File: src/sv/dollar_hash_frame_receiver_macros.svh
// assertion macros shared by the frame receiver modules
// expects clk and rst to be in scope where a macro is used
`ifndef DOLLAR_HASH_FRAME_RECEIVER_MACROS_SVH
`define DOLLAR_HASH_FRAME_RECEIVER_MACROS_SVH

// consequent checked in the same cycle
`define DHFR_ASSERT_SAME(lbl, ante, cons, msg) \
  lbl: assert property (@(posedge clk) disable iff (rst) (ante) |-> (cons)) \
    else $error(msg);

// consequent checked in the cycle after the antecedent
`define DHFR_ASSERT_NEXT(lbl, ante, cons, msg) \
  lbl: assert property (@(posedge clk) disable iff (rst) (ante) |=> (cons)) \
    else $error(msg);

`endif

File: src/sv/dhfr_pkg.sv
// shared types and constants of the dollar-hash frame receiver
// no dependencies
package dhfr_pkg;

  localparam int FRAME_BYTES = 256;
  localparam int BYTE_W      = 8;
  localparam int POS_W       = 8;
  // two banks of two-byte rows
  localparam int ROW_W       = POS_W;
  localparam int ROWS        = 2 ** ROW_W;
  // entry held in each lane ram: byte valid flag over the byte
  localparam int ENTRY_W     = BYTE_W + 1;
  localparam int ERR_W       = 16;
  localparam int QUEUE_DEPTH = 2;

  localparam logic [POS_W:0]    FRAME_LIM = (POS_W + 1)'(FRAME_BYTES);
  localparam logic [POS_W-1:0]  LIMIT_CAP = POS_W'(FRAME_BYTES - 3);
  localparam logic [BYTE_W-1:0] LIMIT_RESET = 8'd200;

  localparam logic [BYTE_W-1:0] CH_DOLLAR = 8'h24;
  localparam logic [BYTE_W-1:0] CH_R      = 8'h52;
  localparam logic [BYTE_W-1:0] CH_T      = 8'h54;
  localparam logic [BYTE_W-1:0] CH_HASH   = 8'h23;

  localparam logic [1:0] MODE_RX     = 2'd0;
  localparam logic [1:0] MODE_STATUS = 2'd1;
  localparam logic [1:0] MODE_READ   = 2'd2;

  localparam logic [1:0] ST_NONE     = 2'd0;
  localparam logic [1:0] ST_NEW      = 2'd1;
  localparam logic [1:0] ST_TRANSFER = 2'd2;
  localparam logic [1:0] ST_UNAUTH   = 2'd3;

  localparam logic [1:0] HP_HUNT    = 2'd0;
  localparam logic [1:0] HP_WAIT_R  = 2'd1;
  localparam logic [1:0] HP_PAYLOAD = 2'd2;

  localparam int PADDR_W = 3;
  localparam logic [0:0] REG_MAX_PAYLOAD = 1'b0;

  typedef enum logic [1:0] {
    OP_NONE   = 2'd0,
    OP_WRITE  = 2'd1,
    OP_STATUS = 2'd2,
    OP_READ   = 2'd3
  } op_t;

  typedef struct packed {
    op_t              op;
    logic [ROW_W-1:0] row;
    logic             lane;
    logic [BYTE_W-1:0] data;
    logic             done;
    logic             err;
    logic [ERR_W-1:0] etotal;
    logic [1:0]       phase;
  } cmd_t;

endpackage

File: src/sv/dhfr_queue.sv
// short command queue between the front end and the store back end
// depends on dhfr_pkg and the assertion macro header
`include "dollar_hash_frame_receiver_macros.svh"

module dhfr_queue (
  input  logic           clk,
  input  logic           rst,
  input  logic           push,
  input  dhfr_pkg::cmd_t push_cmd,
  output logic           full,
  output logic           q_valid,
  output dhfr_pkg::cmd_t q_cmd,
  input  logic           pop
);

  localparam int PTR_W = (dhfr_pkg::QUEUE_DEPTH > 1) ? $clog2(dhfr_pkg::QUEUE_DEPTH) : 1;
  localparam int CNT_W = $clog2(dhfr_pkg::QUEUE_DEPTH + 1);
  localparam logic [PTR_W-1:0] PTR_LAST = PTR_W'(dhfr_pkg::QUEUE_DEPTH - 1);
  localparam logic [CNT_W-1:0] CNT_FULL = CNT_W'(dhfr_pkg::QUEUE_DEPTH);

  dhfr_pkg::cmd_t   slots [dhfr_pkg::QUEUE_DEPTH];
  logic [PTR_W-1:0] wr_ptr, rd_ptr;
  logic [CNT_W-1:0] count;

  assign full    = (count == CNT_FULL);
  assign q_valid = (count != '0);
  assign q_cmd   = slots[rd_ptr];

  always_ff @(posedge clk) begin
    if (push) begin
      slots[wr_ptr] <= push_cmd;
    end
  end

  always_ff @(posedge clk) begin
    if (rst) begin
      wr_ptr <= '0;
      rd_ptr <= '0;
      count  <= '0;
    end else begin
      if (push) begin
        wr_ptr <= (wr_ptr == PTR_LAST) ? '0 : wr_ptr + 1'b1;
      end
      if (pop) begin
        rd_ptr <= (rd_ptr == PTR_LAST) ? '0 : rd_ptr + 1'b1;
      end
      if (push && !pop) begin
        count <= count + 1'b1;
      end else if (pop && !push) begin
        count <= count - 1'b1;
      end
    end
  end

  `DHFR_ASSERT_SAME(a_no_push_full, push, !full, "queue written while full")
  `DHFR_ASSERT_SAME(a_no_pop_empty, pop, q_valid, "queue read while empty")
  `DHFR_ASSERT_NEXT(a_fill_count, push && !pop, count == $past(count) + 1'b1, "queue fill count slipped")

endmodule

File: config.mk
export PLATFORM = sky130hd
export DESIGN_NAME = dhfr_queue
export DESIGN_NICKNAME = d
export VERILOG_FILES = /design/src/sv/dhfr_pkg.sv /design/src/sv/dhfr_queue.sv
export VERILOG_INCLUDE_DIRS = /design/src /design/src/sv
export SDC_FILE = /design/constraint.sdc
export NUM_CORES = 1
export LEC_CHECK = 0
export BUFFER_PORTS_ARGS = -buffer_cell sky130_fd_sc_hd__buf_4
export CELL_PAD_IN_SITES_DETAIL_PLACEMENT = 0
export CELL_PAD_IN_SITES_GLOBAL_PLACEMENT = 1
export CORE_UTILIZATION = 46
export CTS_CLUSTER_SIZE = 28
export DETAILED_ROUTE_END_ITERATION = 8
export PLACE_DENSITY = 0.9
export SLEW_MARGIN = 10
export SYNTH_ARGS = -nofsm -noshare
export SYNTH_HDL_FRONTEND = slang
export SYNTH_SLANG_ARGS = --single-unit
export TNS_END_PERCENT = 50
File: constraint.sdc
create_clock -name clk -period 10.28 [get_ports clk]
set_clock_uncertainty 0.15 [all_clocks]
set_input_delay 3.084 -clock clk [delete_from_list [all_inputs] [get_ports clk]]
set_output_delay 3.084 -clock clk [all_outputs]
set_load 0.05 [all_outputs]
* Yosys cells after proc, flatten, opt, wreduce, memory -nomap -nowiden *
Memories as Yosys holds them, arrays and structs flattened. A register that Yosys moved wholly into a read port is not among the register bits.
Index checks and enable logic that the tools add are counted.

cells by class
  $add $sub $neg = 4
  equality and inequality tests = 1
  mux-type cells = 8
  reductions and logical operators = 6

operators by type and width
  kind                                                                count
  1-bit two-way mux                                                   6
  2-bit two-way mux                                                   2
  2-bit nonzero test                                                  2
  1-bit adder, second input constant                                  2
  2-bit by 1-bit adder with 2-bit output, second input constant       1
  2-bit equality test, second input constant                          1
  1-bit logical AND                                                   2
  1-bit logical NOT                                                   2
  2-bit by 1-bit subtractor with 2-bit output, second input constant  1

word-level totals
  register bits after elaboration = 4
  bits in writable memories = 78
  bits of input ports = 43
  word-level logic and storage cells = 23
  memories kept = 1

memory list
  name   words  bits a word  read ports  clocked after Yosys merged registers in  write ports  line              source
  slots  2      39           1           1                                        1            dhfr_queue.sv:21  dhfr_pkg::cmd_t slots [dhfr_pkg::QUEUE_DEPTH];

* Longest topological paths before layout *
  depth in word-level cells = 4
  mapped depth = 5

* Worst setup path after synthesis *
OpenSTA, ideal clock, no wires.

  path kind = input to register
  from = input push
  to = memory slots[0][0] (netlist bit) (enable)
  arrival = 4.831 ns
  slack = 4.859 ns
  stages = 1
  path buffers = 0
  path through = nor2b_1

between the ends
  word-level cells in the longest chain between the ends = 2

ends and longest elaborated chain
  element                                  line              source
  from (decl)                              dhfr_queue.sv:8   input logic push,
  1-bit two-way mux                        dhfr_queue.sv:30  if (push) begin
  1-bit two-way mux (implied by the code)  dhfr_queue.sv:31  slots[wr_ptr] <= push_cmd;
  to (decl)                                dhfr_queue.sv:21

No other way between the ends.

==> impl_metrics.py <==
metrics = {
    "status": {
        "status": "completed",
    },
    "place": {
        "dpl_cell_area_sq_um": 3720,
        "port_buffers": 83,
        "gp_congestion": 0.657,
        "placedCellCount": 299,
    },
    "timing": {
        "slew_headroom_pct": 24.2,
        "report.final.hold_viol_count": 0,
        "setup-tns-final_ps": 0,
        "tightest_slew_ps": 1130,
        "slew_violations": 0,
        "rsz0062_at_grt": "false",
        "finalSetupViolCount": 0,
        "fin_crit_ps": 5180,
        "fin_crit_sh_pct": 50.3,
        "fmaxAchievable_mhz": 193,
    },
    "worst_setup_path": {
        "crit_path_max_fanout": 39,
        "critPathArrivalTime_ps": 1940,
        "worst-r2r-cell-count": 1,
        "cp_slowest_cell": "dfxtp_2",
        "cp_data_required_time_ps": 7050,
        "crit_type": "register to primary output",
        "worstReg2RegStart": "wr_ptr",
        "rrSetupSlack_ps": 8480,
        "reg2reg_to": "slots[0][14]",
        "cp-start-kind": "register",
        "path_cells": "mux2_2 -> buf_4",
        "end_kind": "primary output",
        "critPathMaxStageDelay_ps": 970,
    },
    "yosys": {
        "syn_nets": 187,
        "ys_ff_latch": 83,
        "netlist.area_leader.share_pct": 77.5,
        "avgSynthCellArea_sq_um": 21.1,
        "synth_warnings": 0,
        "yosys-top-cells-count": "78 x edfxtp_1, 39 x mux2_2, 5 x dfxtp_1",
        "synthDistinctLibCells": 18,
        "yosysMostFrequentCell": "edfxtp_1",
        "synth_seq_area_share_pct": 80.9,
        "synthTopCellsByArea": "edfxtp_1 78%, mux2_2 15%, dfxtp_1 3.3%, xnor2_1 0.58%, xor2_1 0.58%",
        "synth_edf_count": 78,
        "synth_top_area_cell": "edfxtp_1",
        "synth_area_sq_um": 3020,
        "async_flop_share_pct": 0,
        "ys.flop_type": "edfxtp_1",
        "synth_cells": 143,
    },
    "floorplan": {
        "core-area_sq_um": 6350,
        "die-height_um": 83.0,
        "die_area_sq_um": 6890,
        "die_w_um": 83.0,
        "pin_count": 84,
        "rows": 29,
        "start_util_pct": 47.6,
    },
    "pwr": {
        "peakVddDrop_uv": 126,
        "p_leak_uw": 0.00148,
        "p_total_uw": 801,
        "p_per_area_nw_per_um2": 203,
    },
    "hold_path": {
        "hold_start": "count[1]",
        "hp-class": "register to register",
        "hold_end": "count[1]",
        "hold_depth": 2,
    },
    "detailed_routing": {
        "viasPerCell": 4.99,
        "via_count": 1573,
        "ant_nets": 0,
        "drt_iter0_markers": 73,
        "wl_um": 5120,
        "drcViolationCount": 0,
        "dr.pass1.iters": 4,
        "wire_per_inst_um": 16.3,
    },
    "cts": {
        "post_cts_buffers": 0,
        "cts-root-buf": "clkbuf_8",
        "numCtsBuffers": 9,
        "hold_buffers": 0,
        "clock-sinks": 83,
        "h-tree-depth": 3,
        "cts_resized": 0,
        "clockBufferDepth": 2,
        "worstSkewPairLatency_ps": 340,
        "path_clk_slew_ps": 80,
        "cts_tree": "done",
    },
    "final_layout": {
        "diodes": 0,
        "nNetsFinal": 277,
        "fin_area_sq_um": 3940,
        "fillers": 476,
        "drive_above_1_share_pct": 59.7,
        "fin_cells": 315,
        "multi_input_area_sq_um": 554,
        "area_growth_pct": 30.4,
        "ff_latch_area_sq_um": 2440,
    },
    "grt": {
        "grt_pass1_vias": 1683,
        "grt_max_degree": 40,
        "grt_overflow": 0,
        "antenna_found_initial": 0,
        "grt_usage_pct": 16.1,
        "grt_pass1_wl_um": 8290,
    },
    "flow_run": {
        "drv_cap": 0,
    },
}
[state kept, by name (all words and copies together), names as in the netlist, named ones only]
register,count
count,2
rd_ptr,1
slots,78
wr_ptr,1
[where the power goes]
part	internal (uW)	total [uW]	switching [uW]
Clock	137	249	111
Combinational	53.8	148	93.8
Sequential	393	405	11.6
[how the worst max path moves through the flow]
stage,startpoint,endpoint,slack [ps],depth (start not counted)
finish,register,q_cmd[5],5100,2
global route,register,q_cmd[5],4980,2
CTS,register,q_cmd[5],5060,2
detailed placement,register,q_cmd[5],5440,2
global placement,register,q_cmd[5],5440,2
floorplan,push,slots[0][0],4860,1
[metrics by stage]
step                util (%)  hold WS [ps]  setup slack (ps)
floorplan                  -           306              4860
global placement        58.6           330              5440
detailed placement      58.6           351              5440
CTS                     62.0           364              5060
global route            62.0           402              4980
finish                  62.0           375              5100
[cell families (layout without fill, tap and decap cells)]
kind of cell / after synthesis / after routing / synth area share [%]
compound gates: 2 / 2 / 0.331
xor+xnor: 4 / 4 / 1.16
fa+ha+maj: 1 / 1 / 0.414
buf+inv: 5 / 100 / 1.08
flops: 83 / 83 / 80.9
mux: 39 / 39 / 14.5
simple gates: 9 / 9 / 1.62
[routing by layer]
| layer | share of wire (%) | GRT usage, % |
|---|---|---|
| met3 | 4.8 | 3.78 |
| met2 | 50 | 25.9 |
| met1 | 44 | 20.4 |
| met5 | 0 | 0 |
| met4 | 0.96 | 8.46 |
[critical path: cells and delay by family, from the launching register on]
kind / cells / cell delay, ps
multiplexers: 1 / 440
buffers and inverters: 1 / 200
flip-flops: 1 / 970
[layout by cell type, fill, tap and decap left out, types with 2 or more instances in the layout]
cell         n
edfxtp_1    78
bufinv_16    2
clkbuf_8     9
clkinvlp_4   2
xor2_1       2
nor2_1       4
mux2_2      39
xnor2_1      2
buf_4       83
dfxtp_1      4
[area by class of cell]
cell class / instances / share of cell area, %
clock buffer: 10 / 3.24
clock inverter: 6 / 2.26
inverter: 1 / 0.0953
multi-input combinational: 55 / 14.1
sequential: 83 / 62.1
tap: 77 / 2.45
timing repair buffer: 83 / 15.8
Power figures use the tool's default switching activity.
