[src/sv/dollar_hash_frame_receiver_macros.svh]
// assertion macros shared by the frame receiver modules
// expects clk and rst to be in scope where a macro is used
`ifndef DOLLAR_HASH_FRAME_RECEIVER_MACROS_SVH
`define DOLLAR_HASH_FRAME_RECEIVER_MACROS_SVH

// consequent checked in the same cycle
`define DHFR_ASSERT_SAME(lbl, ante, cons, msg) \
  lbl: assert property (@(posedge clk) disable iff (rst) (ante) |-> (cons)) \
    else $error(msg);

// consequent checked in the cycle after the antecedent
`define DHFR_ASSERT_NEXT(lbl, ante, cons, msg) \
  lbl: assert property (@(posedge clk) disable iff (rst) (ante) |=> (cons)) \
    else $error(msg);

`endif

[src/sv/dhfr_pkg.sv]
// shared types and constants of the dollar-hash frame receiver
// no dependencies
package dhfr_pkg;

  localparam int FRAME_BYTES = 256;
  localparam int BYTE_W      = 8;
  localparam int POS_W       = 8;
  // two banks of two-byte rows
  localparam int ROW_W       = POS_W;
  localparam int ROWS        = 2 ** ROW_W;
  // entry held in each lane ram: byte valid flag over the byte
  localparam int ENTRY_W     = BYTE_W + 1;
  localparam int ERR_W       = 16;
  localparam int QUEUE_DEPTH = 2;

  localparam logic [POS_W:0]    FRAME_LIM = (POS_W + 1)'(FRAME_BYTES);
  localparam logic [POS_W-1:0]  LIMIT_CAP = POS_W'(FRAME_BYTES - 3);
  localparam logic [BYTE_W-1:0] LIMIT_RESET = 8'd200;

  localparam logic [BYTE_W-1:0] CH_DOLLAR = 8'h24;
  localparam logic [BYTE_W-1:0] CH_R      = 8'h52;
  localparam logic [BYTE_W-1:0] CH_T      = 8'h54;
  localparam logic [BYTE_W-1:0] CH_HASH   = 8'h23;

  localparam logic [1:0] MODE_RX     = 2'd0;
  localparam logic [1:0] MODE_STATUS = 2'd1;
  localparam logic [1:0] MODE_READ   = 2'd2;

  localparam logic [1:0] ST_NONE     = 2'd0;
  localparam logic [1:0] ST_NEW      = 2'd1;
  localparam logic [1:0] ST_TRANSFER = 2'd2;
  localparam logic [1:0] ST_UNAUTH   = 2'd3;

  localparam logic [1:0] HP_HUNT    = 2'd0;
  localparam logic [1:0] HP_WAIT_R  = 2'd1;
  localparam logic [1:0] HP_PAYLOAD = 2'd2;

  localparam int PADDR_W = 3;
  localparam logic [0:0] REG_MAX_PAYLOAD = 1'b0;

  typedef enum logic [1:0] {
    OP_NONE   = 2'd0,
    OP_WRITE  = 2'd1,
    OP_STATUS = 2'd2,
    OP_READ   = 2'd3
  } op_t;

  typedef struct packed {
    op_t              op;
    logic [ROW_W-1:0] row;
    logic             lane;
    logic [BYTE_W-1:0] data;
    logic             done;
    logic             err;
    logic [ERR_W-1:0] etotal;
    logic [1:0]       phase;
  } cmd_t;

endpackage

[src/sv/dhfr_ram.sv]
// generic simple dual-port ram, one write and one registered read port
// no dependencies
module dhfr_ram #(
  parameter int WIDTH = 8,
  parameter int DEPTH = 256
) (
  input  logic                             clk,
  input  logic                             we,
  input  logic [$clog2(DEPTH)-1:0]         waddr,
  input  logic [WIDTH-1:0]                 wdata,
  input  logic                             re,
  input  logic [$clog2(DEPTH)-1:0]         raddr,
  output logic [WIDTH-1:0]                 rdata
);

  logic [WIDTH-1:0] mem [DEPTH];

  always_ff @(posedge clk) begin
    if (we) begin
      mem[waddr] <= wdata;
    end
    if (re) begin
      rdata <= mem[raddr];
    end
  end

endmodule

[src/sv/dhfr_back.sv]
// back end: executes queued commands against the frame store, builds results
// depends on dhfr_pkg, dhfr_ram and the assertion macro header
`include "dollar_hash_frame_receiver_macros.svh"

module dhfr_back (
  input  logic                         clk,
  input  logic                         rst,
  input  logic                         q_valid,
  input  dhfr_pkg::cmd_t               q_cmd,
  output logic                         pop,
  output logic                         out_valid,
  input  logic                         out_ready,
  output logic [1:0]                   status_code,
  output logic [7:0]                   read_data,
  output logic                         frame_done,
  output logic                         frame_error,
  output logic [dhfr_pkg::ERR_W-1:0]   error_total,
  output logic [1:0]                   hunt_phase
);

  logic                           issue, out_load;
  logic [dhfr_pkg::ROWS-1:0]      rowvalid;
  logic                           is_write, rd_en;
  logic                           ev_we, od_we;
  logic [dhfr_pkg::ENTRY_W-1:0]   ev_wdata, od_wdata, ev_q, od_q;

  logic                           s1_valid;
  dhfr_pkg::op_t                  s1_op;
  logic                           s1_lane, s1_rv, s1_done, s1_err;
  logic [dhfr_pkg::ERR_W-1:0]     s1_etotal;
  logic [1:0]                     s1_phase;

  logic [7:0]                     even_byte, odd_byte;
  logic [1:0]                     status_next;
  logic [7:0]                     rdata_next;

  assign out_load = s1_valid && (!out_valid || out_ready);
  assign issue    = q_valid && (!s1_valid || out_load);
  assign pop      = issue;

  assign is_write = issue && (q_cmd.op == dhfr_pkg::OP_WRITE);
  assign rd_en    = issue && ((q_cmd.op == dhfr_pkg::OP_STATUS) ||
                              (q_cmd.op == dhfr_pkg::OP_READ));

  // first write into a cleared row also drops the partner byte's flag
  assign ev_we    = is_write && (!q_cmd.lane || !rowvalid[q_cmd.row]);
  assign od_we    = is_write && (q_cmd.lane || !rowvalid[q_cmd.row]);
  assign ev_wdata = q_cmd.lane ? '0 : {1'b1, q_cmd.data};
  assign od_wdata = q_cmd.lane ? {1'b1, q_cmd.data} : '0;

  dhfr_ram #(
    .WIDTH (dhfr_pkg::ENTRY_W),
    .DEPTH (dhfr_pkg::ROWS)
  ) u_even_ram (
    .clk   (clk),
    .we    (ev_we),
    .waddr (q_cmd.row),
    .wdata (ev_wdata),
    .re    (rd_en),
    .raddr (q_cmd.row),
    .rdata (ev_q)
  );

  dhfr_ram #(
    .WIDTH (dhfr_pkg::ENTRY_W),
    .DEPTH (dhfr_pkg::ROWS)
  ) u_odd_ram (
    .clk   (clk),
    .we    (od_we),
    .waddr (q_cmd.row),
    .wdata (od_wdata),
    .re    (rd_en),
    .raddr (q_cmd.row),
    .rdata (od_q)
  );

  always_ff @(posedge clk) begin
    if (rst) begin
      rowvalid <= '0;
    end else if (issue && (q_cmd.op == dhfr_pkg::OP_STATUS)) begin
      rowvalid <= '0;
    end else if (is_write) begin
      rowvalid[q_cmd.row] <= 1'b1;
    end
  end

  always_ff @(posedge clk) begin
    if (rst) begin
      s1_valid <= 1'b0;
    end else if (issue) begin
      s1_valid <= 1'b1;
    end else if (out_load) begin
      s1_valid <= 1'b0;
    end
  end

  always_ff @(posedge clk) begin
    if (issue) begin
      s1_op     <= q_cmd.op;
      s1_lane   <= q_cmd.lane;
      s1_rv     <= rowvalid[q_cmd.row];
      s1_done   <= q_cmd.done;
      s1_err    <= q_cmd.err;
      s1_etotal <= q_cmd.etotal;
      s1_phase  <= q_cmd.phase;
    end
  end

  assign even_byte = (s1_rv && ev_q[dhfr_pkg::BYTE_W]) ? ev_q[dhfr_pkg::BYTE_W-1:0] : '0;
  assign odd_byte  = (s1_rv && od_q[dhfr_pkg::BYTE_W]) ? od_q[dhfr_pkg::BYTE_W-1:0] : '0;

  always_comb begin
    status_next = dhfr_pkg::ST_NONE;
    rdata_next  = '0;
    unique case (s1_op)
      dhfr_pkg::OP_STATUS: begin
        if (even_byte == dhfr_pkg::CH_DOLLAR) begin
          if (odd_byte == dhfr_pkg::CH_R) begin
            status_next = dhfr_pkg::ST_NEW;
          end else if (odd_byte == dhfr_pkg::CH_T) begin
            status_next = dhfr_pkg::ST_TRANSFER;
          end else begin
            status_next = dhfr_pkg::ST_UNAUTH;
          end
        end
      end
      dhfr_pkg::OP_READ: begin
        rdata_next = s1_lane ? odd_byte : even_byte;
      end
      default: begin
        rdata_next = '0;
      end
    endcase
  end

  always_ff @(posedge clk) begin
    if (rst) begin
      out_valid <= 1'b0;
    end else if (out_load) begin
      out_valid <= 1'b1;
    end else if (out_ready) begin
      out_valid <= 1'b0;
    end
  end

  always_ff @(posedge clk) begin
    if (out_load) begin
      status_code <= status_next;
      read_data   <= rdata_next;
      frame_done  <= s1_done;
      frame_error <= s1_err;
      error_total <= s1_etotal;
      hunt_phase  <= s1_phase;
    end
  end

  `DHFR_ASSERT_NEXT(a_status_clears, issue && (q_cmd.op == dhfr_pkg::OP_STATUS), rowvalid == '0, "status read left rows valid")
  `DHFR_ASSERT_NEXT(a_write_marks, is_write, rowvalid[$past(q_cmd.row)], "written row not marked valid")
  `DHFR_ASSERT_NEXT(a_stage_holds, s1_valid && !out_load, s1_valid && $stable(s1_op), "stalled stage lost its word")

endmodule

[config.mk]
export PLATFORM = sky130hd
export DESIGN_NAME = dhfr_back
export DESIGN_NICKNAME = d
export VERILOG_FILES = /design/src/sv/dhfr_pkg.sv /design/src/sv/dhfr_ram.sv /design/src/sv/dhfr_back.sv
export VERILOG_INCLUDE_DIRS = /design/src /design/src/sv
export SDC_FILE = /design/constraint.sdc
export NUM_CORES = 2
export LEC_CHECK = 0
export BUFFER_PORTS_ARGS = -buffer_cell sky130_fd_sc_hd__buf_2
export CAP_MARGIN = 5
export CORE_MARGIN = 2
export CORE_UTILIZATION = 55
export DETAILED_ROUTE_END_ITERATION = 8
export PLACE_DENSITY = 0.69
export SKIP_CTS_REPAIR_TIMING = 1
export SLEW_MARGIN = 10
export SYNTH_ARGS = -nofsm -noshare
export SYNTH_HDL_FRONTEND = slang
export SYNTH_MEMORY_MAX_BITS = 65536
export SYNTH_SLANG_ARGS = --single-unit
[constraint.sdc]
create_clock -name clk -period 11.2 [get_ports clk]
set_input_delay 1.68 -clock clk [delete_from_list [all_inputs] [get_ports clk]]
set_output_delay 1.68 -clock clk [all_outputs]
set_load 0.01 [all_outputs]
# ---- After elaboration in Yosys (flattened, before gate mapping)
# Memories as Yosys holds them, arrays and structs flattened. A register that Yosys moved wholly into a read port is not among the register bits.
# Index checks and enable logic that the tools add are counted.
dict set report classes {
  bitwise_logic 3
  n_addsub 0
  div_mod_pow 0
  muxes 19
  eq_ne 8
  shifts 0
  magnitude_cmp 2
  n_reduce_logical 24
  multipliers 0
}
# cell count
set ops {}
lappend ops {{256-bit OR} 1}
lappend ops {{8-bit 2-to-1 mux} 3}
lappend ops {{9-bit 2-to-1 mux} 2}
lappend ops {{8-bit by 7-bit == test with 1-bit output, second input constant} 2}
lappend ops {{1-bit 2-to-1 mux} 12}
lappend ops {{1-bit logical AND} 10}
lappend ops {{8-bit by 9-bit < comparator with 1-bit output, second input constant} 1}
lappend ops {{1-bit binary-select mux with 8-bit select} 1}
lappend ops {{1-bit demux with 8-bit select} 1}
lappend ops {{2-bit == test, second input constant} 4}
lappend ops {{8-bit by 6-bit == test with 1-bit output, second input constant} 1}
lappend ops {{8-bit by 1-bit >= comparator with 1-bit output, second input constant} 1}
lappend ops {{1-bit logical OR} 5}
lappend ops {{1-bit logical NOT} 4}
lappend ops {{2-bit nonzero test} 2}
lappend ops {{3-bit OR reduction} 1}
lappend ops {{2-bit by 1-bit == test with 1-bit output, second input constant} 1}
lappend ops {{1-bit inverter} 2}
lappend ops {{2-bit AND reduction} 1}
lappend ops {{2-bit OR reduction} 1}
dict set report word_totals {
  regBits 312
  out_inout_bits 32
  elab_cells 75
  n_memories 2
  ramBits 4608
  rom_bits 0
  in_bits 43
  latchBits 0
}
# memory depth width read_ports rd_ports_with_merged_regs write_ports line_no
set memory_table {}
lappend memory_table {u_even_ram.mem 256 9 1 1 1 dhfr_ram.sv:16} ;# logic [WIDTH-1:0] mem [DEPTH];
lappend memory_table {u_odd_ram.mem 256 9 1 1 1 dhfr_ram.sv:16}

# ---- Depth between registers and ports, before layout
dict set report depth {
  word_depth 9
  ltp_mapped 12
  ltp_nobuf 6
}

# ---- Cells and area by module
# A second synthesis with hierarchy kept.
dict set report unflattened {
  hier_cells 9687
  hier_area_um2 191105.8
}
# mod instances area_per_inst_um2 seq_area_each_um2 cells_each
set modules_own_cells {}
lappend modules_own_cells {dhfr_ram 2 89368.2 69456.6 4237}
lappend modules_own_cells {dhfr_back 1 12369.4 6786.5 1213}

# ---- Least setup slack after synthesis
# Ideal clock, no wire load.
dict set report synth_path {
  kind {in2reg}
  startpoint {input q_cmd[28] (netlist name)}
  endpoint {memory u_even_ram.mem[0][2] (netlist name) (data pin)}
  path_slack_ps 1471
  stages 3
  path_buffers 2
  arrival_time_ps 8281
  t_required_ps 9752
  setup_ps 1448
  cell_sequence {clkbuf_1 clkbuf_1 nor2b_1}
}
dict set report synth_via {
  elab_chain_cells 1
}
# item line_no
set synth_lines {}
lappend synth_lines {{from (decl)} dhfr_back.sv:9} ;# input dhfr_pkg::cmd_t q_cmd,
lappend synth_lines {{9-bit 2-to-1 mux} dhfr_back.sv:48} ;# assign ev_wdata = q_cmd.lane ? '0 : {1'b1, q_cmd.data};
lappend synth_lines {{named net ev_wdata (one bit)} dhfr_back.sv:25} ;# logic [dhfr_pkg::ENTRY_W-1:0] ev_wdata, od_wdata, ev_q, od_q;
lappend synth_lines {{to (decl)} dhfr_ram.sv:16}
# The timed path passes the listed nets, and every way through them passes these cells.

# ---- Final worst setup path
dict set report layout_path {
  startpoint {input q_cmd[29] (netlist name)}
  endpoint {memory u_even_ram.mem[253][0] (netlist name) (enable)}
}
dict set report layout_via {
  elab_chain_cells 7
}
# item line_no
set layout_lines {}
lappend layout_lines {{1-bit binary-select mux with 8-bit select} dhfr_back.sv:46} ;# assign ev_we = is_write && (!q_cmd.lane || !rowvalid[q_cmd.row]);
lappend layout_lines {{1-bit 2-to-1 mux (implied by the code)} dhfr_back.sv:46}
lappend layout_lines {{1-bit logical NOT} dhfr_back.sv:46}
lappend layout_lines {{1-bit logical OR} dhfr_back.sv:46}
lappend layout_lines {{1-bit logical AND} dhfr_back.sv:46}
lappend layout_lines {{1-bit 2-to-1 mux} dhfr_ram.sv:19} ;# if (we) begin
lappend layout_lines {{1-bit 2-to-1 mux (implied by the code)} dhfr_ram.sv:20} ;# mem[waddr] <= wdata;
# Several ways; a longest one is shown, not always the timed one. The select of a mux whose other input is x is not followed.

==> PnR_summary.wiki <==
{| class="wikitable"
! Metric !! Value
|-
| Net switching fraction of the power || 0.213
|-
| Destination of the worst register-to-register timing path || u_even_ram.mem[75][1]
|-
| Launch instance of the worst register-to-register path || out_valid
|-
| Overall power of the completed layout || 0.0381 W
|-
| Clock network fraction of total power || 0.422
|-
| Clock tree from TritonCTS || yes
|-
| Metal1 wirelength || 186,000 microns
|-
| Number of pins exceeding their max-slew limit in the final report || 0
|-
| Number of buffers between clock root and the deepest sink || 4
|-
| Cell chosen for the clock root || clkbuf_16
|-
| Core area || 346,000 sq um
|-
| Multiplexer fraction of the synthesized cell area || 0.179
|-
| Arrival time of data at the critical path endpoint || 6.86 ns
|-
| Met2 wirelength from detailed routing || 243,000 microns
|-
| Crit path capture || u_even_ram.mem[253][0]
|-
| Tcrit/Tclk final || 0.562
|-
| Antenna violations before repair || 25
|-
| Status || finished clean
|-
| Detailed-route wire length || 518,000 microns
|-
| Initial core utilization || 0.553
|-
| Detailed Route Iter0 Violations || 15,001
|-
| Number of standard-cell rows in the floorplan || 216
|-
| Internal power || 0.0299 W
|-
| Mapped Nets || 8,868
|-
| Port-buffer cells || 74
|-
| Worst-case clock skew || 0.0854 ns
|-
| Met3 wire length || 52,400 microns
|-
| Final-report setup violation count || 0
|-
| Critical path launch point || q_cmd[29]
|-
| Synthesized instance count || 8,825
|-
| Critical Setup Path Class || input pin to register
|-
| Number of antenna-violating nets in the routed design || 0
|-
| Pleak || 60.6 nW
|-
| Placer congestion estimate || 0.920
|-
| Number of remaining DRC errors || 0
|-
| Setup total negative slack || 0 ns
|-
| PwrDens || 178 nW/um^2
|-
| Simple-gate area share of the yosys netlist || 0.0164
|-
| Pin slew with the least headroom to its limit || 1.40 ns
|-
| FFs w/ async S/R, synth || 0
|-
| Count of pins on the block boundary || 75
|-
| R2R Setup Slk || 6.65 ns
|-
| Area delta synth->final || 11.3%
|-
| Maximum number of pins on one net before global-route repair || 209
|-
| Sequential element share of the synthesized area || 0.760
|-
| Synthesis warning total || 0
|-
| Tightest slew margin relative to the limit || 0.0626
|-
| Dominant synthesized flop cell || edfxtp_1
|-
| Avg WL per Cell || 36.9 microns
|-
| DP HPWL || 328,000 microns
|-
| Via total after detailed routing || 95,813
|-
| Horizontal die dimension || 594 microns
|-
| Count of different cell masters after synthesis || 54
|-
| Cell area after synthesis || 192,000 sq um
|-
| Vias in the first global route || 94,321
|-
| Number of cell instances on the worst register-to-register path || 7
|-
| Sequential share of power || 0.532
|-
| Num CTS Buffers || 465
|-
| Number of enable-type register cells in the synthesized netlist || 4,680
|-
| F_max || 159 MHz
|-
| Fraction of layout cells with a size suffix above 1 || 0.281
|-
| Die Span Y || 594 microns
|-
| Die area || 353,000 sq um
|-
| CTS H-Tree Depth || 5
|-
| Post-CTS clock slew at the launch and capture registers of the worst setup and hold paths || 0.07 ns
|-
| Largest family of logic cells by synthesized area || multiplexers
|-
| Total of max-cap violations || 0
|-
| Fraction of synthesized cell area in xor and xnor cells || 0
|-
| RSZ-0062 raised after global routing || no
|-
| Fraction of power consumed by combinational cells || 0.046
|-
| Total global routing overflow || 0
|-
| Worst-case vdd ir drop || 0.202 mV
|-
| Flip-flop and latch count after synthesis || 4,938
|-
| Net Switching || 0.00811 W
|-
| Insertion delay of the later-clocked pin in the worst-skew pair || 1.03 ns
|-
| Classification of the worst-slack hold path || register to register
|-
| Nets || 9,093
|-
| Compound-cell area share of the yosys netlist || 0.0274
|-
| Final hold vios || 0
|-
| Top sig layer || met5
|-
| Element type at the critical path end || register
|-
| Required time of the critical path || 11.77 ns
|-
| Mean number of vias per cell || 6.83
|-
| Clock period minus worst slack || 6.29 ns
|-
| Crit-path max FO || 83
|-
| Wire length of the first global-routing pass || 728,000 microns
|-
| Adder-cell area share of the yosys netlist || 0
|-
| Worst setup SP type || input pin
|-
| Clock sink count || 4,938
|-
| GRT Total Usage || 0.293
|-
| Length of the first detailed-routing pass in iterations || 8
|-
| Per-instance average area after synthesis || 21.7 sq um
|}
## cells in the mapped netlist (3+ instances only)
master	count	area share
a211o_1	4	0.00018
a211oi_1	3	0.00012
a21oi_1	722	0.019
a221o_1	4	0.00021
a22o_1	11	0.00050
a22oi_1	93	0.0036
a31oi_1	73	0.0024
and2_1	12	0.00039
buf_1	28	0.00055
buf_2	237	0.0062
buf_4	56	0.0022
buf_6	43	0.0025
clkbuf_1	249	0.0049
clkinv_1	3	0.000059
dfxtp_1	258	0.027
edfxtp_1	4680	0.73
inv_1	4	0.000078
mux2_2	4	0.00024
mux2i_1	43	0.0022
mux4_2	1503	0.18
nand2_1	334	0.0065
nand2b_1	9	0.00029
nand3_1	18	0.00047
nand4_1	13	0.00042
nor2_1	313	0.0061
nor2b_1	15	0.00049
nor3_1	25	0.00065
nor3_2	3	0.00016
nor4_1	7	0.00023
o211ai_1	6	0.00024
o21ai_0	8	0.00021
o221ai_1	3	0.00014
o22ai_1	8	0.00026
or3_1	4	0.00013
## cells in the final DEF, fill, tap and decap left out, drive strengths merged, types with 3 or more instances in the layout
cell and instances:
o221ai 3, a211o 4, a21oi 722, nand3 18, nand2b 9, a211oi 3
nor3 28, nor4 8, nand2 334, clkinv 199, mux2i 43, inv 21
o21ai 10, dfxtp 258, mux2 4, a22o 11, or3 4, clkbuf 550
o22ai 8, diode 18, nor2 313, edfxtp 4680, a22oi 93, bufinv 63
a221o 4, o211ai 6, buf 371, mux4 1503, nand4 13, clkinvlp 27
and2 12, a31oi 73, nor2b 15
## metal layers
layer,vias to the layer above,track usage
li1,37554,-
met2,6497,0.450
met4,6,0.173
met5,-,0
met1,50596,0.399
met3,1160,0.0530
## power groups by stage
stage | clock network, W | logic (W) | registers, W
floorplan | 0 | 0.00105 | 0.0207
global placement | 0 | 0.00170 | 0.0206
detailed placement | 0 | 0.00174 | 0.0206
CTS | 0.0162 | 0.00174 | 0.0202
global route | 0.0169 | 0.00182 | 0.0202
finish | 0.0161 | 0.00176 | 0.0202
## how the worst min path moves through the flow
stage	from	end	cells past startpoint
after floorplan	s1_etotal[0]	error_total[0]	0
after global placement	s1_etotal[1]	error_total[1]	0
after detailed placement	s1_etotal[7]	error_total[7]	0
after CTS	s1_etotal[3]	error_total[3]	0
after global routing	s1_etotal[7]	error_total[7]	0
final	s1_etotal[7]	error_total[7]	0
## layout make-up
class,instances,area (sq um)
well taps,4578,5730
multi-input cells,3266,43200
inverters,8,37.5
diodes,18,45.0
flip-flops and latches,4938,146000
clock inverters,302,3470
repair buffers,371,3030
clock buffers,550,12000
fillers,23178,133000
## critical path, cell delays in order
cell	delay, ns
buf_12	0.43
buf_4	0.89
mux4_2	0.61
mux2i_1	0.18
o22ai_1	0.15
o31ai_1	0.66
o211ai_1	0.28
buf_4	0.34
buf_4	0.36
a31oi_1	0.95
## through the flow
stage,worst slack [ns],cell area (sq um),utilization,std cells,hold WS (ns)
final,4.91,213000,0.615,14031,0.419
after global routing,4.61,213000,0.615,14016,0.426
after CTS,5.06,213000,0.615,14011,0.419
after detailed placement,3.98,198000,0.570,13159,0.405
after global placement,4.10,198000,0.570,13159,0.407
after floorplan,1.47,192000,-,8825,0.400
## flip-flops by register name (all words and copies together) (netlist names), 8 cells and up
| signal | cells |
|---|---|
| u_even_ram.mem | 2304 |
| s1_etotal | 16 |
| u_even_ram.rdata | 9 |
| read_data | 8 |
| rowvalid | 256 |
| u_odd_ram.mem | 2304 |
| error_total | 16 |
| u_odd_ram.rdata | 9 |
## cells by family (layout without fill, tap and decap cells)
| kind of cell | after synthesis | count (layout) |
|---|---|---|
| muxes | 1550 | 1550 |
| and+or+nand+nor | 765 | 765 |
| AOI/OAI and AO/OA | 951 | 951 |
| other | 0 | 18 |
| buffers and inverters | 621 | 1231 |
| DFF | 4938 | 4938 |
(Power assumes the default switching activity.)
