$ cat src/sv/dollar_hash_frame_receiver_macros.svh
// assertion macros shared by the frame receiver modules
// expects clk and rst to be in scope where a macro is used
`ifndef DOLLAR_HASH_FRAME_RECEIVER_MACROS_SVH
`define DOLLAR_HASH_FRAME_RECEIVER_MACROS_SVH

// consequent checked in the same cycle
`define DHFR_ASSERT_SAME(lbl, ante, cons, msg) \
  lbl: assert property (@(posedge clk) disable iff (rst) (ante) |-> (cons)) \
    else $error(msg);

// consequent checked in the cycle after the antecedent
`define DHFR_ASSERT_NEXT(lbl, ante, cons, msg) \
  lbl: assert property (@(posedge clk) disable iff (rst) (ante) |=> (cons)) \
    else $error(msg);

`endif

$ cat src/sv/dhfr_pkg.sv
// shared types and constants of the dollar-hash frame receiver
// no dependencies
package dhfr_pkg;

  localparam int FRAME_BYTES = 256;
  localparam int BYTE_W      = 8;
  localparam int POS_W       = 8;
  // two banks of two-byte rows
  localparam int ROW_W       = POS_W;
  localparam int ROWS        = 2 ** ROW_W;
  // entry held in each lane ram: byte valid flag over the byte
  localparam int ENTRY_W     = BYTE_W + 1;
  localparam int ERR_W       = 16;
  localparam int QUEUE_DEPTH = 2;

  localparam logic [POS_W:0]    FRAME_LIM = (POS_W + 1)'(FRAME_BYTES);
  localparam logic [POS_W-1:0]  LIMIT_CAP = POS_W'(FRAME_BYTES - 3);
  localparam logic [BYTE_W-1:0] LIMIT_RESET = 8'd200;

  localparam logic [BYTE_W-1:0] CH_DOLLAR = 8'h24;
  localparam logic [BYTE_W-1:0] CH_R      = 8'h52;
  localparam logic [BYTE_W-1:0] CH_T      = 8'h54;
  localparam logic [BYTE_W-1:0] CH_HASH   = 8'h23;

  localparam logic [1:0] MODE_RX     = 2'd0;
  localparam logic [1:0] MODE_STATUS = 2'd1;
  localparam logic [1:0] MODE_READ   = 2'd2;

  localparam logic [1:0] ST_NONE     = 2'd0;
  localparam logic [1:0] ST_NEW      = 2'd1;
  localparam logic [1:0] ST_TRANSFER = 2'd2;
  localparam logic [1:0] ST_UNAUTH   = 2'd3;

  localparam logic [1:0] HP_HUNT    = 2'd0;
  localparam logic [1:0] HP_WAIT_R  = 2'd1;
  localparam logic [1:0] HP_PAYLOAD = 2'd2;

  localparam int PADDR_W = 3;
  localparam logic [0:0] REG_MAX_PAYLOAD = 1'b0;

  typedef enum logic [1:0] {
    OP_NONE   = 2'd0,
    OP_WRITE  = 2'd1,
    OP_STATUS = 2'd2,
    OP_READ   = 2'd3
  } op_t;

  typedef struct packed {
    op_t              op;
    logic [ROW_W-1:0] row;
    logic             lane;
    logic [BYTE_W-1:0] data;
    logic             done;
    logic             err;
    logic [ERR_W-1:0] etotal;
    logic [1:0]       phase;
  } cmd_t;

endpackage

$ cat src/sv/dhfr_front.sv
// front end: takes words, runs the header hunt and frame tracking
// depends on dhfr_pkg; emits one command per word to the queue
module dhfr_front (
  input  logic                      clk,
  input  logic                      rst,
  input  logic                      in_valid,
  output logic                      in_ready,
  input  logic [1:0]                mode,
  input  logic [7:0]                rx_byte,
  input  logic [7:0]                read_index,
  input  logic [7:0]                max_payload_bytes,
  input  logic                      queue_full,
  output logic                      push,
  output dhfr_pkg::cmd_t            cmd
);

  typedef enum logic [2:0] {
    PH_HUNT    = 3'b001,
    PH_WAIT_R  = 3'b010,
    PH_PAYLOAD = 3'b100
  } phase_t;

  phase_t                         phase, phase_next;
  logic [dhfr_pkg::POS_W-1:0]     write_pos, write_pos_next;
  logic [dhfr_pkg::POS_W-1:0]     payload_count, payload_count_next;
  logic                           write_bank, write_bank_next;
  logic [dhfr_pkg::ERR_W-1:0]     error_count, error_count_next;

  logic [dhfr_pkg::POS_W-1:0]     limit;
  logic [dhfr_pkg::POS_W-1:0]     count_inc;
  logic [dhfr_pkg::POS_W-1:0]     acc_pos;
  logic                           acc_bank;

  assign in_ready = !queue_full;
  assign push     = in_valid && in_ready;

  // the limit never lets a frame outgrow one bank
  assign limit = (max_payload_bytes > dhfr_pkg::LIMIT_CAP) ? dhfr_pkg::LIMIT_CAP
                                                           : max_payload_bytes;
  assign count_inc = payload_count + 1'b1;

  always_comb begin
    phase_next         = phase;
    write_pos_next     = write_pos;
    payload_count_next = payload_count;
    write_bank_next    = write_bank;
    error_count_next   = error_count;
    acc_pos            = '0;
    acc_bank           = write_bank;
    cmd.op             = dhfr_pkg::OP_NONE;
    cmd.data           = rx_byte;
    cmd.done           = 1'b0;
    cmd.err            = 1'b0;
    unique case (mode)
      dhfr_pkg::MODE_RX: begin
        unique case (phase)
          PH_WAIT_R: begin
            if (rx_byte == dhfr_pkg::CH_R) begin
              cmd.op             = dhfr_pkg::OP_WRITE;
              acc_pos            = dhfr_pkg::POS_W'(1);
              write_pos_next     = dhfr_pkg::POS_W'(2);
              payload_count_next = '0;
              phase_next         = PH_PAYLOAD;
            end else if (rx_byte == dhfr_pkg::CH_DOLLAR) begin
              // a second dollar restarts the header here
              cmd.op         = dhfr_pkg::OP_WRITE;
              acc_pos        = '0;
              write_pos_next = dhfr_pkg::POS_W'(1);
            end else begin
              phase_next = PH_HUNT;
            end
          end
          PH_PAYLOAD: begin
            acc_pos = write_pos;
            if ({1'b0, write_pos} < dhfr_pkg::FRAME_LIM) begin
              cmd.op = dhfr_pkg::OP_WRITE;
            end
            write_pos_next = write_pos + 1'b1;
            if (rx_byte == dhfr_pkg::CH_HASH) begin
              write_bank_next    = !write_bank;
              cmd.done           = 1'b1;
              phase_next         = PH_HUNT;
              write_pos_next     = '0;
              payload_count_next = '0;
            end else begin
              payload_count_next = count_inc;
              if (count_inc > limit) begin
                error_count_next   = error_count + 1'b1;
                cmd.err            = 1'b1;
                phase_next         = PH_HUNT;
                write_pos_next     = '0;
                payload_count_next = '0;
              end
            end
          end
          default: begin
            phase_next = PH_HUNT;
            if (rx_byte == dhfr_pkg::CH_DOLLAR) begin
              cmd.op         = dhfr_pkg::OP_WRITE;
              acc_pos        = '0;
              write_pos_next = dhfr_pkg::POS_W'(1);
              phase_next     = PH_WAIT_R;
            end
          end
        endcase
      end
      dhfr_pkg::MODE_STATUS: begin
        cmd.op   = dhfr_pkg::OP_STATUS;
        acc_bank = !write_bank;
        acc_pos  = '0;
      end
      dhfr_pkg::MODE_READ: begin
        acc_bank = !write_bank;
        acc_pos  = read_index;
        // past the bank reads as zero, nothing to fetch
        if ({1'b0, read_index} < dhfr_pkg::FRAME_LIM) begin
          cmd.op = dhfr_pkg::OP_READ;
        end
      end
      default: begin
        cmd.op = dhfr_pkg::OP_NONE;
      end
    endcase
    cmd.row    = {acc_bank, acc_pos[dhfr_pkg::POS_W-1:1]};
    cmd.lane   = acc_pos[0];
    cmd.etotal = error_count_next;
    unique case (phase_next)
      PH_WAIT_R:  cmd.phase = dhfr_pkg::HP_WAIT_R;
      PH_PAYLOAD: cmd.phase = dhfr_pkg::HP_PAYLOAD;
      default:    cmd.phase = dhfr_pkg::HP_HUNT;
    endcase
  end

  always_ff @(posedge clk) begin
    if (rst) begin
      phase         <= PH_HUNT;
      write_pos     <= '0;
      payload_count <= '0;
      write_bank    <= 1'b0;
      error_count   <= '0;
    end else if (push) begin
      phase         <= phase_next;
      write_pos     <= write_pos_next;
      payload_count <= payload_count_next;
      write_bank    <= write_bank_next;
      error_count   <= error_count_next;
    end
  end

endmodule

$ cat config.mk
export PLATFORM = sky130hd
export DESIGN_NAME = dhfr_front
export DESIGN_NICKNAME = d
export VERILOG_FILES = /design/src/sv/dollar_hash_frame_receiver_macros.svh /design/src/sv/dhfr_pkg.sv /design/src/sv/dhfr_front.sv
export SDC_FILE = /design/constraint.sdc
export NUM_CORES = 1
export LEC_CHECK = 0
export ABC_AREA = 1
export BUFFER_PORTS_ARGS = -buffer_cell sky130_fd_sc_hd__buf_2
export CAP_MARGIN = 20
export CORE_MARGIN = 3
export CORE_UTILIZATION = 44
export CTS_CLUSTER_DIAMETER = 30
export DETAILED_ROUTE_END_ITERATION = 10
export HOLD_SLACK_MARGIN = 0.12
export PLACE_DENSITY = 0.72
export SYNTH_ARGS = -nofsm -noshare
export SYNTH_HDL_FRONTEND = slang
export SYNTH_SLANG_ARGS = --single-unit
$ cat constraint.sdc
create_clock -name clk -period 5.22 [get_ports clk]
set_input_delay 0.522 -clock clk [delete_from_list [all_inputs] [get_ports clk]]
set_output_delay 0.522 -clock clk [all_outputs]
set_load 0.01 [all_outputs]
* Word-level counts from Yosys, hierarchy flattened
Index checks and enable logic that the tools add are counted.
** Storage, ports and cells
- Flip-flop bits (word level) :: 36
- Input port bits :: 30
- Output and inout port bits :: 41
- Logic and storage cells :: 64
** Cells by class
- Add/sub/neg operators :: 3
- $lt $le $gt $ge :: 2
- Equal/unequal tests :: 10
- Mux-type cells :: 35
- Reduce and logical (&&, ||, !) cells :: 9
** Operator list (number)
- 2-to-1 mux 16 bit :: 4
- 2-to-1 mux 8 bit :: 8
- one-hot mux 8 bit (2 select lines) :: 4
- adder 16 x 1 -> 16 bit (second input constant) :: 1
- adder 8 x 1 -> 8 bit (second input constant) :: 2
- equality test 8 x 6 -> 1 bit (second input constant) :: 2
- 2-to-1 mux 3 bit :: 5
- equality test 8 x 7 -> 1 bit (second input constant) :: 1
- > comparator 8 bit :: 1
- > comparator 8 bit (second input constant) :: 1
- one-hot mux 2 bit (2 select lines) :: 2
- AND reduction 4 bit :: 2
- 2-to-1 mux 1 bit :: 7
- equality test 3 x 2 -> 1 bit (second input constant) :: 2
- equality test 3 bit (second input constant) :: 2
- 2-to-1 mux 2 bit :: 3
- one-hot mux 2 bit (3 select lines) :: 1
- one-hot mux 3 bit (2 select lines) :: 1
- equality test 2 x 1 -> 1 bit (second input constant) :: 1
- equality test 2 bit (second input constant) :: 1
- logical NOT 1 bit :: 2
- logical NOT 2 bit :: 1
- inequality test 2 bit (second input constant) :: 1
- AND reduction 2 bit :: 1
- other kinds (3) :: 3

* Longest topological paths before layout
Gate-level depths: netlist of the first run.
- Depth after elaboration :: 9
- Mapped depth :: 19
- Mapped depth without buffers :: 19

* Least setup slack after synthesis of the first run
Ideal clock, no wire load.
- Path kind :: register to output
- Start :: register payload_count[0] (netlist bit)
- End :: output cmd[0] (netlist bit)
- Data arrival time :: 2360 ps
- Data required time :: 4698 ps
- Setup slack :: 2338 ps
- Cell stages (with the launch flop) :: 17
- Path buffers :: 0
- Path through :: dfxtp_1 ha_1 nand3_1 nand3b_1 xor2_1 inv_1 ha_1 nand2_1 nor2_1 nand2_1 nand2_1 nand2_1 nand2_1 o21ai_0 a21oi_1 nand3_1 nor2_1
** RTL lines
- start, declared :: RTL line dhfr_front.sv:25 : logic [dhfr_pkg::POS_W-1:0] payload_count, payload_count_next;
- start signal, assigned :: RTL line dhfr_front.sv:144 : payload_count <= payload_count_next;
- end, declared :: RTL line dhfr_front.sv:14 : output dhfr_pkg::cmd_t cmd

==> key figures, run 1 <==
Synth
  • Syn nets: 483
  • Post-synth EDFFs: 0
  • Asr flop ratio synth: 0
  • Mapped cell area: roughly 2700 um2
  • Largest family of logic cells by synthesized area: simple AND/OR/NAND/NOR gates
  • Synth Area in Simple Gates: 0.3044
  • Yosys cell types: 35
  • Xor/xnor cell area share of the yosys netlist: 0.04506
  • Dominant cell by count in the synthesized netlist: nand2_1
  • Leading area contributor after synthesis: dfxtp_1
  • Synth top area cells: dfxtp_1 26%, nand2_1 14%, inv_1 12%
  • Dominant synthesized flop cell: dfxtp_1
  • Mean Syn Cell Area: 6.185 um2
  • Adder-cell share of the synthesized area: 0.05977
  • Proportion of synthesized area in mux cells: 0
  • YS warnings: 0
  • Synth top cells by count: 105 x nand2_1, 88 x inv_1, 36 x dfxtp_1
  • Synth Area in Compound Gates: 0.1545
  • Area share of the largest cell type after synthesis: 0.2648
  • Sequential share of the synthesized area: 0.2648
  • Cells after Synth: 440
  • Yosys reg bits: 36

Drt
  • WL final: 6352 um
  • WL/cell: 11.09 um
  • Drt via density: slightly below 5
  • ANT nets after route: 0
  • Via Count: 2774
  • DRT Pass-1 Iters: 5
  • Drt drc: 0
  • DR iter-0 viols: about 120

Placed design
  • RePlAce Congestion: 0.8802
  • Buffers on Ports: 70
  • Post-DP HPWL: around 4900 um
  • Post-Place Setup Slack: just under 2 ns

Global route
  • Vias in the first global route: approximately 2600
  • Initial antenna violation count: 0
  • First-pass GRT wire length: 10940 um
  • Largest net degree at the start of global routing: 28
  • Total gr overflow: 0
  • GRT Total Usage: 0.1828

Floorplan
  • Die W: 84.65 um
  • Starting Density: 0.4569
  • Core Rows: 28
  • I/O pins: between 70 and 80
  • Die ar.: around 7200 um2
  • Std-Cell Core Area: around 6000 um2
  • Die height: between 80 and 90 um

CTS
  • Number of buffers created by CTS: 5
  • Cts hold-fix bufs: 0
  • CTS tree: done
  • Resize count post-CTS: 0
  • Clock buffer depth: 2
  • Clock Latency Late Sink: a little under 0.3 ns
  • Depth of the CTS H-tree: 2
  • Sink Count: 36
  • Clock root buffer master: clkbuf_8
  • Clock transition at path regs: 0.07 ns
  • # Post-CTS Setup Buffers: 0

Setup path
  • Worst r2r src: payload_count[0]$_SDFFE_PP0P_
  • CP Buf/Inv Count: 4
  • CP Depth: 16
  • CP cell instances: ha_1 -> nand3_1 -> nand3b_1 -> xor2_1 -> inv_1 -> ha_1 -> nand2_1 -> nor2_1 -> nand2_1 -> nand2_1 -> nand3_2 -> inv_2 -> nand2_1 -> xor2_1 -> inv_1 -> buf_2
  • Crit path largest cell delay: around 0.41 ns
  • Crit path kind: reg2out
  • Critical path launch point type: flip-flop
  • Most used cell, CP: nand2_1
  • Worst setup startpoint: payload_count[0]$_SDFFE_PP0P_
  • Register-to-Register Setup Slack: ~2.4 ns
  • Worst Setup End Kind: output pin
  • RR Endpoint: write_pos[0]$_SDFFE_PP0P_
  • R2R cell count: 14
  • Critical-path top delay cell: dfxtp_1
  • Critical-path maximum fanout: 12
  • Critical path arrival: approximately 3.1 ns
  • Critical path's top delay family: simple AND/OR/NAND/NOR gates
  • Worst path required time: between 4 and 5 ns

Min path
  • HP Class: reg2reg
  • WHS Path Cells: 2
  • Worst hold start: write_pos[6]$_SDFFE_PP0P_
  • Worst Hold Endpoint: write_pos[6]$_SDFFE_PP0P_

STA
  • Setup WS post-layout: ~1.6 ns
  • Crit path time final: 3.605 ns
  • Setup TNS: 0 ns
  • Unrepaired setup endpoints after global routing: no
  • Worst Max-Slew Pin Slew: 0.6928 ns
  • Crit share post-route: 0.6906
  • Setup Viol. Count Final: 0
  • Max-slew violations: 0
  • Slew margin rel.: 0.5370
  • Endpoints failing hold: 0
  • Clk_skew: roughly 0.0028 ns
  • Fmax: 277.4 MHz

Status
  • Outcome: complete, no violations

Pwr
  • PwrDens: 206.7 nW/um2
  • VDD IR-drop max: about 0.00011 V
  • Lkg Pwr: 0.001653 uW

Finish
  • Layout area overhead: 16.37%
  • Layout fillers: 626
  • Final Net Count: 540
  • FF+latch area: about 700 um2
  • Share of cells above drive strength 1: 0.1968
  • Multi-input gate area: approximately 1500 um2
  • Final Core Density: 0.5317
  • # diodes: 0

Run
  • Max-Cap Viols: 0
cells by family (layout without fill, tap and decap cells):
| kind of cell | Yosys count | in the layout |
|---|---|---|
| AO/OA/AOI/OAI | 77 | 77 |
| XOR/XNOR | 14 | 14 |
| adder cells (fa/ha/maj) | 13 | 13 |
| buffers and inverters | 111 | 169 |
| flip-flops | 36 | 36 |
| AND/OR/NAND/NOR | 189 | 189 |
how the worst max path moves through the flow:
stage | slack [ns] | end
finish | 1.62 | cmd[5]
global route | 1.28 | cmd[0]
CTS | 1.61 | cmd[5]
detailed placement | 1.94 | cmd[5]
global placement | 2.04 | cmd[5]
floorplan | 2.34 | cmd[0]
where the power goes:
group	total, uW	internal [uW]	switching [uW]
clock network	271	169	102
logic	93.9	36.7	57.2
registers	290	283	6.97
total	655	488	166
area by class of cell:
cell class                      instances  share of cell area
Sequential cell                        36              0.2276
Clock inverter                          1            0.009482
Inverter                               91              0.1079
Multi-Input combinational cell        293              0.4844
Timing Repair Buffer                   70              0.1106
Clock buffer                            7             0.03042
Tap cell                               75             0.02963
layer usage:
metal / track usage / share of wire / routed length [um] / vias to the layer above
met5: 0 / 0 / 0 / -
met4: 0.04460 / 0.0080 / 51 / 0
met3: 0.04514 / 0.052 / 329 / 4
li1: - / - / - / 1477
met2: 0.3189 / 0.48 / 3071 / 59
met1: 0.2256 / 0.46 / 2900 / 1234
worst register-to-register path, stage by stage, from the launching register on:
cell and delay, ns:
dfxtp_1 0.41, ha_1 0.21, nand3_1 0.11, nand3b_1 0.19, xor2_1 0.15, inv_1 0.07
ha_1 0.27, nand2_1 0.06, nor2_1 0.14, nand4_1 0.19, nand2_1 0.16, nand2_1 0.13
nor2_2 0.45, nand2_1 0.11, a31oi_1 0.16
metrics by stage:
step / hold slack [ns] / total power, uW / cells / area [um2]
final: 0.4750 / 654.7 / 573 / 3167
after global routing: 0.4929 / 685.8 / 573 / 3167
after CTS: 0.4777 / 663.9 / 573 / 3167
after detailed placement: 0.4671 / 390.6 / 565 / 3040
after global placement: 0.4507 / 388.2 / 565 / 3040
after floorplan: 0.4398 / 358.1 / 440 / 2721
placed cells by master (no fill, tap or decap):
cell type,count
nand2_1,105
inv_1,88
buf_2,70
dfxtp_1,36
nor2_1,33
a21oi_1,32
o21ai_0,25
nand3_1,20
ha_1,13
xor2_1,11
nand4_1,10
o21ai_1,8
clkbuf_8,7
nor2_2,6
nor3_1,6
inv_2,3
nor2_4,3
xnor2_1,3
o21ai_2,2
a31oi_1,2
o211ai_1,2
a21oi_2,2
a21o_1,1
nand2_2,1
nand3_2,1
nor3_2,1
or2_2,1
nand3b_1,1
nor4_1,1
a32o_1,1
a22oi_1,1
o31ai_1,1
bufinv_16,1
state kept, by name, summed over array words and instances, names as in the netlist:
name,cells
write_pos,8
phase,3
payload_count,8
write_bank,1
error_count,16
No activity file was read; power rests on OpenSTA's default activity.
==> run 2: changes to the inputs <==
PLACE_DENSITY = 0.75   (was 0.72)
clock period = 2.95 ns   (was 5.22 ns; I/O delays follow)
==> key figures, run 2 (same netlist as run 1, synthesis figures left out) <==
CTS
  • Cts hold-fix bufs: 0 (unchanged)
  • Clock Latency Late Sink: 0.29 ns (about the same)
  • Number of buffers created by CTS: 5 (unchanged)
  • Clock transition at path regs: 0.07 ns (about the same)
  • Clock buffer depth: 2 (unchanged)
  • Depth of the CTS H-tree: 2 (unchanged)
  • Sink Count: 36 (unchanged)
  • CTS tree: done (unchanged)
  • Clock root buffer master: clkbuf_8 (unchanged)

Pwr
  • Int Pwr: 766.3 uW (was 488.4 uW)
  • Sw power: 308.4 uW (was 166.3 uW)
  • Tot Pwr: 1075 uW (was 654.7 uW)
  • Sequential power share: 0.477 (was 0.443)
  • Switch share: 0.2870 (was 0.2540)
  • PwrDens: 302.0 nW/um2 (was 206.7 nW/um2)
  • VDD IR-drop max: 0.0001612 V (was 0.0001139 V)
  • Clk pwr share: 0.350 (was 0.414)
  • Comb pwr share: 0.173 (was 0.143)
  • Lkg Pwr: 0.001786 uW (was 0.001653 uW)

STA
  • Max-slew violations: 0 (unchanged)
  • Endpoints failing hold: 0 (unchanged)
  • Crit share post-route: 1.040
  • Worst Max-Slew Pin Slew: 0.5829 ns (was 0.6928 ns)
  • Setup Viol. Count Final: 14 (was 0)
  • Fmax: roughly 330 MHz
  • Setup WS post-layout: -0.1181 ns (was 1.615 ns)
  • Clk_skew: 0.005928 ns (was 0.002754 ns)
  • Unrepaired setup endpoints after global routing: yes (was no)
  • Crit path time final: between 3 and 4 ns
  • Slew margin rel.: 0.6110 (was 0.5370)

Setup path
  • Worst Setup End Kind: output pin (unchanged)
  • Critical-path maximum fanout: 6 (was 12)
  • Register-to-Register Setup Slack: 0.10 ns (was 2.35 ns)
  • RR Endpoint: error_count[7]$_SDFFE_PP0P_ (was write_pos[0]$_SDFFE_PP0P_)
  • Critical path arrival: 2.77 ns (was 3.08 ns)
  • Worst path required time: 2.65 ns (was 4.70 ns)
  • Crit path kind: reg2out (unchanged)
  • R2R cell count: 19 (was 14)
  • Worst r2r src: payload_count[0]$_SDFFE_PP0P_ (unchanged)
  • Critical path launch point type: flip-flop (unchanged)

Min path
  • Worst hold start: in_valid (was write_pos[6]$_SDFFE_PP0P_)
  • Worst Hold Endpoint: error_count[7]$_SDFFE_PP0P_ (was write_pos[6]$_SDFFE_PP0P_)
  • HP Class: in2reg (was reg2reg)
  • WHS Path Cells: 4 (was 2)

Drt
  • DR iter-0 viols: 133 (was 119)
  • Drt via density: 4.955 (was 4.841)
  • M1 WL: 2856 um (was 2900 um)
  • Via Count: 2958 (was 2774)
  • Met2 Wirelength: 3619 um (was 3071 um)
  • WL/cell: 11.64 um (was 11.09 um)
  • DRT Pass-1 Iters: 5 (unchanged)
  • WL final: 6950 um (was 6352 um)
  • ANT nets after route: 0 (unchanged)
  • Metal3 WL: 346 um (was 329 um)
  • Drt drc: 0 (unchanged)
  • Top layer in use: met4 (unchanged)

Finish
  • Final Core Density: 0.5975 (was 0.5317)
  • Final Net Count: 564 (was 540)
  • # diodes: 0 (unchanged)
  • Layout fillers: 572 (was 626)
  • Biggest regs: error_count (16), payload_count (8), write_pos (8) (unchanged)
  • Multi-input gate area: 1747 um2 (was 1534 um2)
  • Final non-filler cell area: 3558 um2 (was 3167 um2)
  • FF+latch area: 729.5 um2 (was 720.7 um2)
  • Layout area overhead: 30.76% (was 16.37%)
  • Most common cell after layout, fill and taps aside: nand2_1 (unchanged)
  • Most frequent cells in the layout: 95 x nand2_1, 86 x inv_1, 69 x buf_2 (was 105 x nand2_1, 88 x inv_1, 70 x buf_2)
  • Largest register FFs: 16 (unchanged)
  • Biggest register: error_count (unchanged)
  • Share of cells above drive strength 1: 0.3008 (was 0.1968)

Placed design
  • Post-DP HPWL: 5008 um (was 4948 um)
  • RePlAce Congestion: 0.8896 (was 0.8802)
  • Buffers on Ports: 70 (unchanged)
  • Cell Area, Placed: 3115 um2 (was 3040 um2)

Floorplan
  • Die W: 84.65 um (unchanged)
  • Core Rows: 28 (unchanged)
  • I/O pins: 71 (unchanged)
  • Die ar.: 7165 um2 (unchanged)
  • Std-Cell Core Area: 5956 um2 (unchanged)
  • Die height: 84.65 um (unchanged)
  • Starting Density: 0.4569 (unchanged)

Global route
  • Initial antenna violation count: 0 (unchanged)
  • GRT Total Usage: 0.1940 (was 0.1828)
  • Largest net degree at the start of global routing: 28 (unchanged)
  • Vias in the first global route: 2838 (was 2607)
  • Total gr overflow: 0 (unchanged)
  • First-pass GRT wire length: 11830 um (was 10940 um)

Run
  • Max-Cap Viols: 0 (unchanged)

Status
  • Failing checks: setup timing
  • Outcome: finished with violations (was complete, no violations)
-- run 2: changes by cell type in the layout (fill, tap and decap cells not counted), sizes merged --
cell	before	now
buf	70	94
bufinv	1	0
clkbuf	7	8
-- run 2: what timing repair did --
item | 4_1_cts | 5_1_grt
buffers inserted | 13 | 2
resized for setup | 21 | 32
pin swaps | 21 | 29
endpoints found under the setup margin | 19 | 19
-- run 2: power groups by stage --
stage	Sequential [uW]	Clock (uW)	Combinational (uW)
6_report	512	376	186
2_1_floorplan	521	0	112
4_1_cts	512	380	175
3_5_place_dp	525	0	169
5_1_grt	514	404	211
3_3_place_gp	524	0	164
-- run 2: routing by layer --
metal  track usage  vias up
li1              -     1533
met2        0.3509       73
met5             0        -
met3       0.04318       17
met1        0.2251     1335
met4       0.06331        0
-- run 2: worst max path at each step --
stage / start / endpoint
6_report: payload_count[0]$_SDFFE_PP0P_ / cmd[9]
5_1_grt: payload_count[0]$_SDFFE_PP0P_ / cmd[7]
4_1_cts: payload_count[1]$_SDFFE_PP0P_ / cmd[0]
3_5_place_dp: payload_count[0]$_SDFFE_PP0P_ / cmd[5]
3_3_place_gp: payload_count[0]$_SDFFE_PP0P_ / cmd[5]
2_1_floorplan: payload_count[0]$_SDFFE_PP0P_ / cmd[0]
-- run 2: critical path, cell delays in order, from the launching register on --
cell and delay (ns):
dfxtp_4 0.38, ha_4 0.15, nand3_4 0.06, nand3b_1 0.21, xor2_1 0.18, inv_1 0.11, ha_4 0.28, nand2_4 0.06
nor2_4 0.12, nand4_1 0.11, buf_4 0.17, nand3_4 0.13, buf_12 0.14, buf_6 0.09, o21ai_2 0.04, nand2_1 0.10
buf_2 0.15
-- run 2: cell type report --
cell class                 count  share of cell area
inverter                      91             0.09599
multi-input combinational    293              0.4909
timing repair buffer          94              0.1565
clock buffer                   8             0.02532
sequential                    36              0.2050
tap                           75             0.02637
-- run 2: metrics by stage --
step | TNS [ns] | setup WS, ns | hold WS [ns] | instances
after floorplan | 0 | 0.2947 | 0.4398 | 440
after detailed placement | 0 | 0.004746 | 0.4652 | 575
final | -0.9883 | -0.1181 | 0.4268 | 597
after global routing | -4.173 | -0.2878 | 0.4613 | 597
after global placement | 0 | 0.04385 | 0.4525 | 575
after CTS | -0.08132 | -0.02229 | 0.4336 | 596
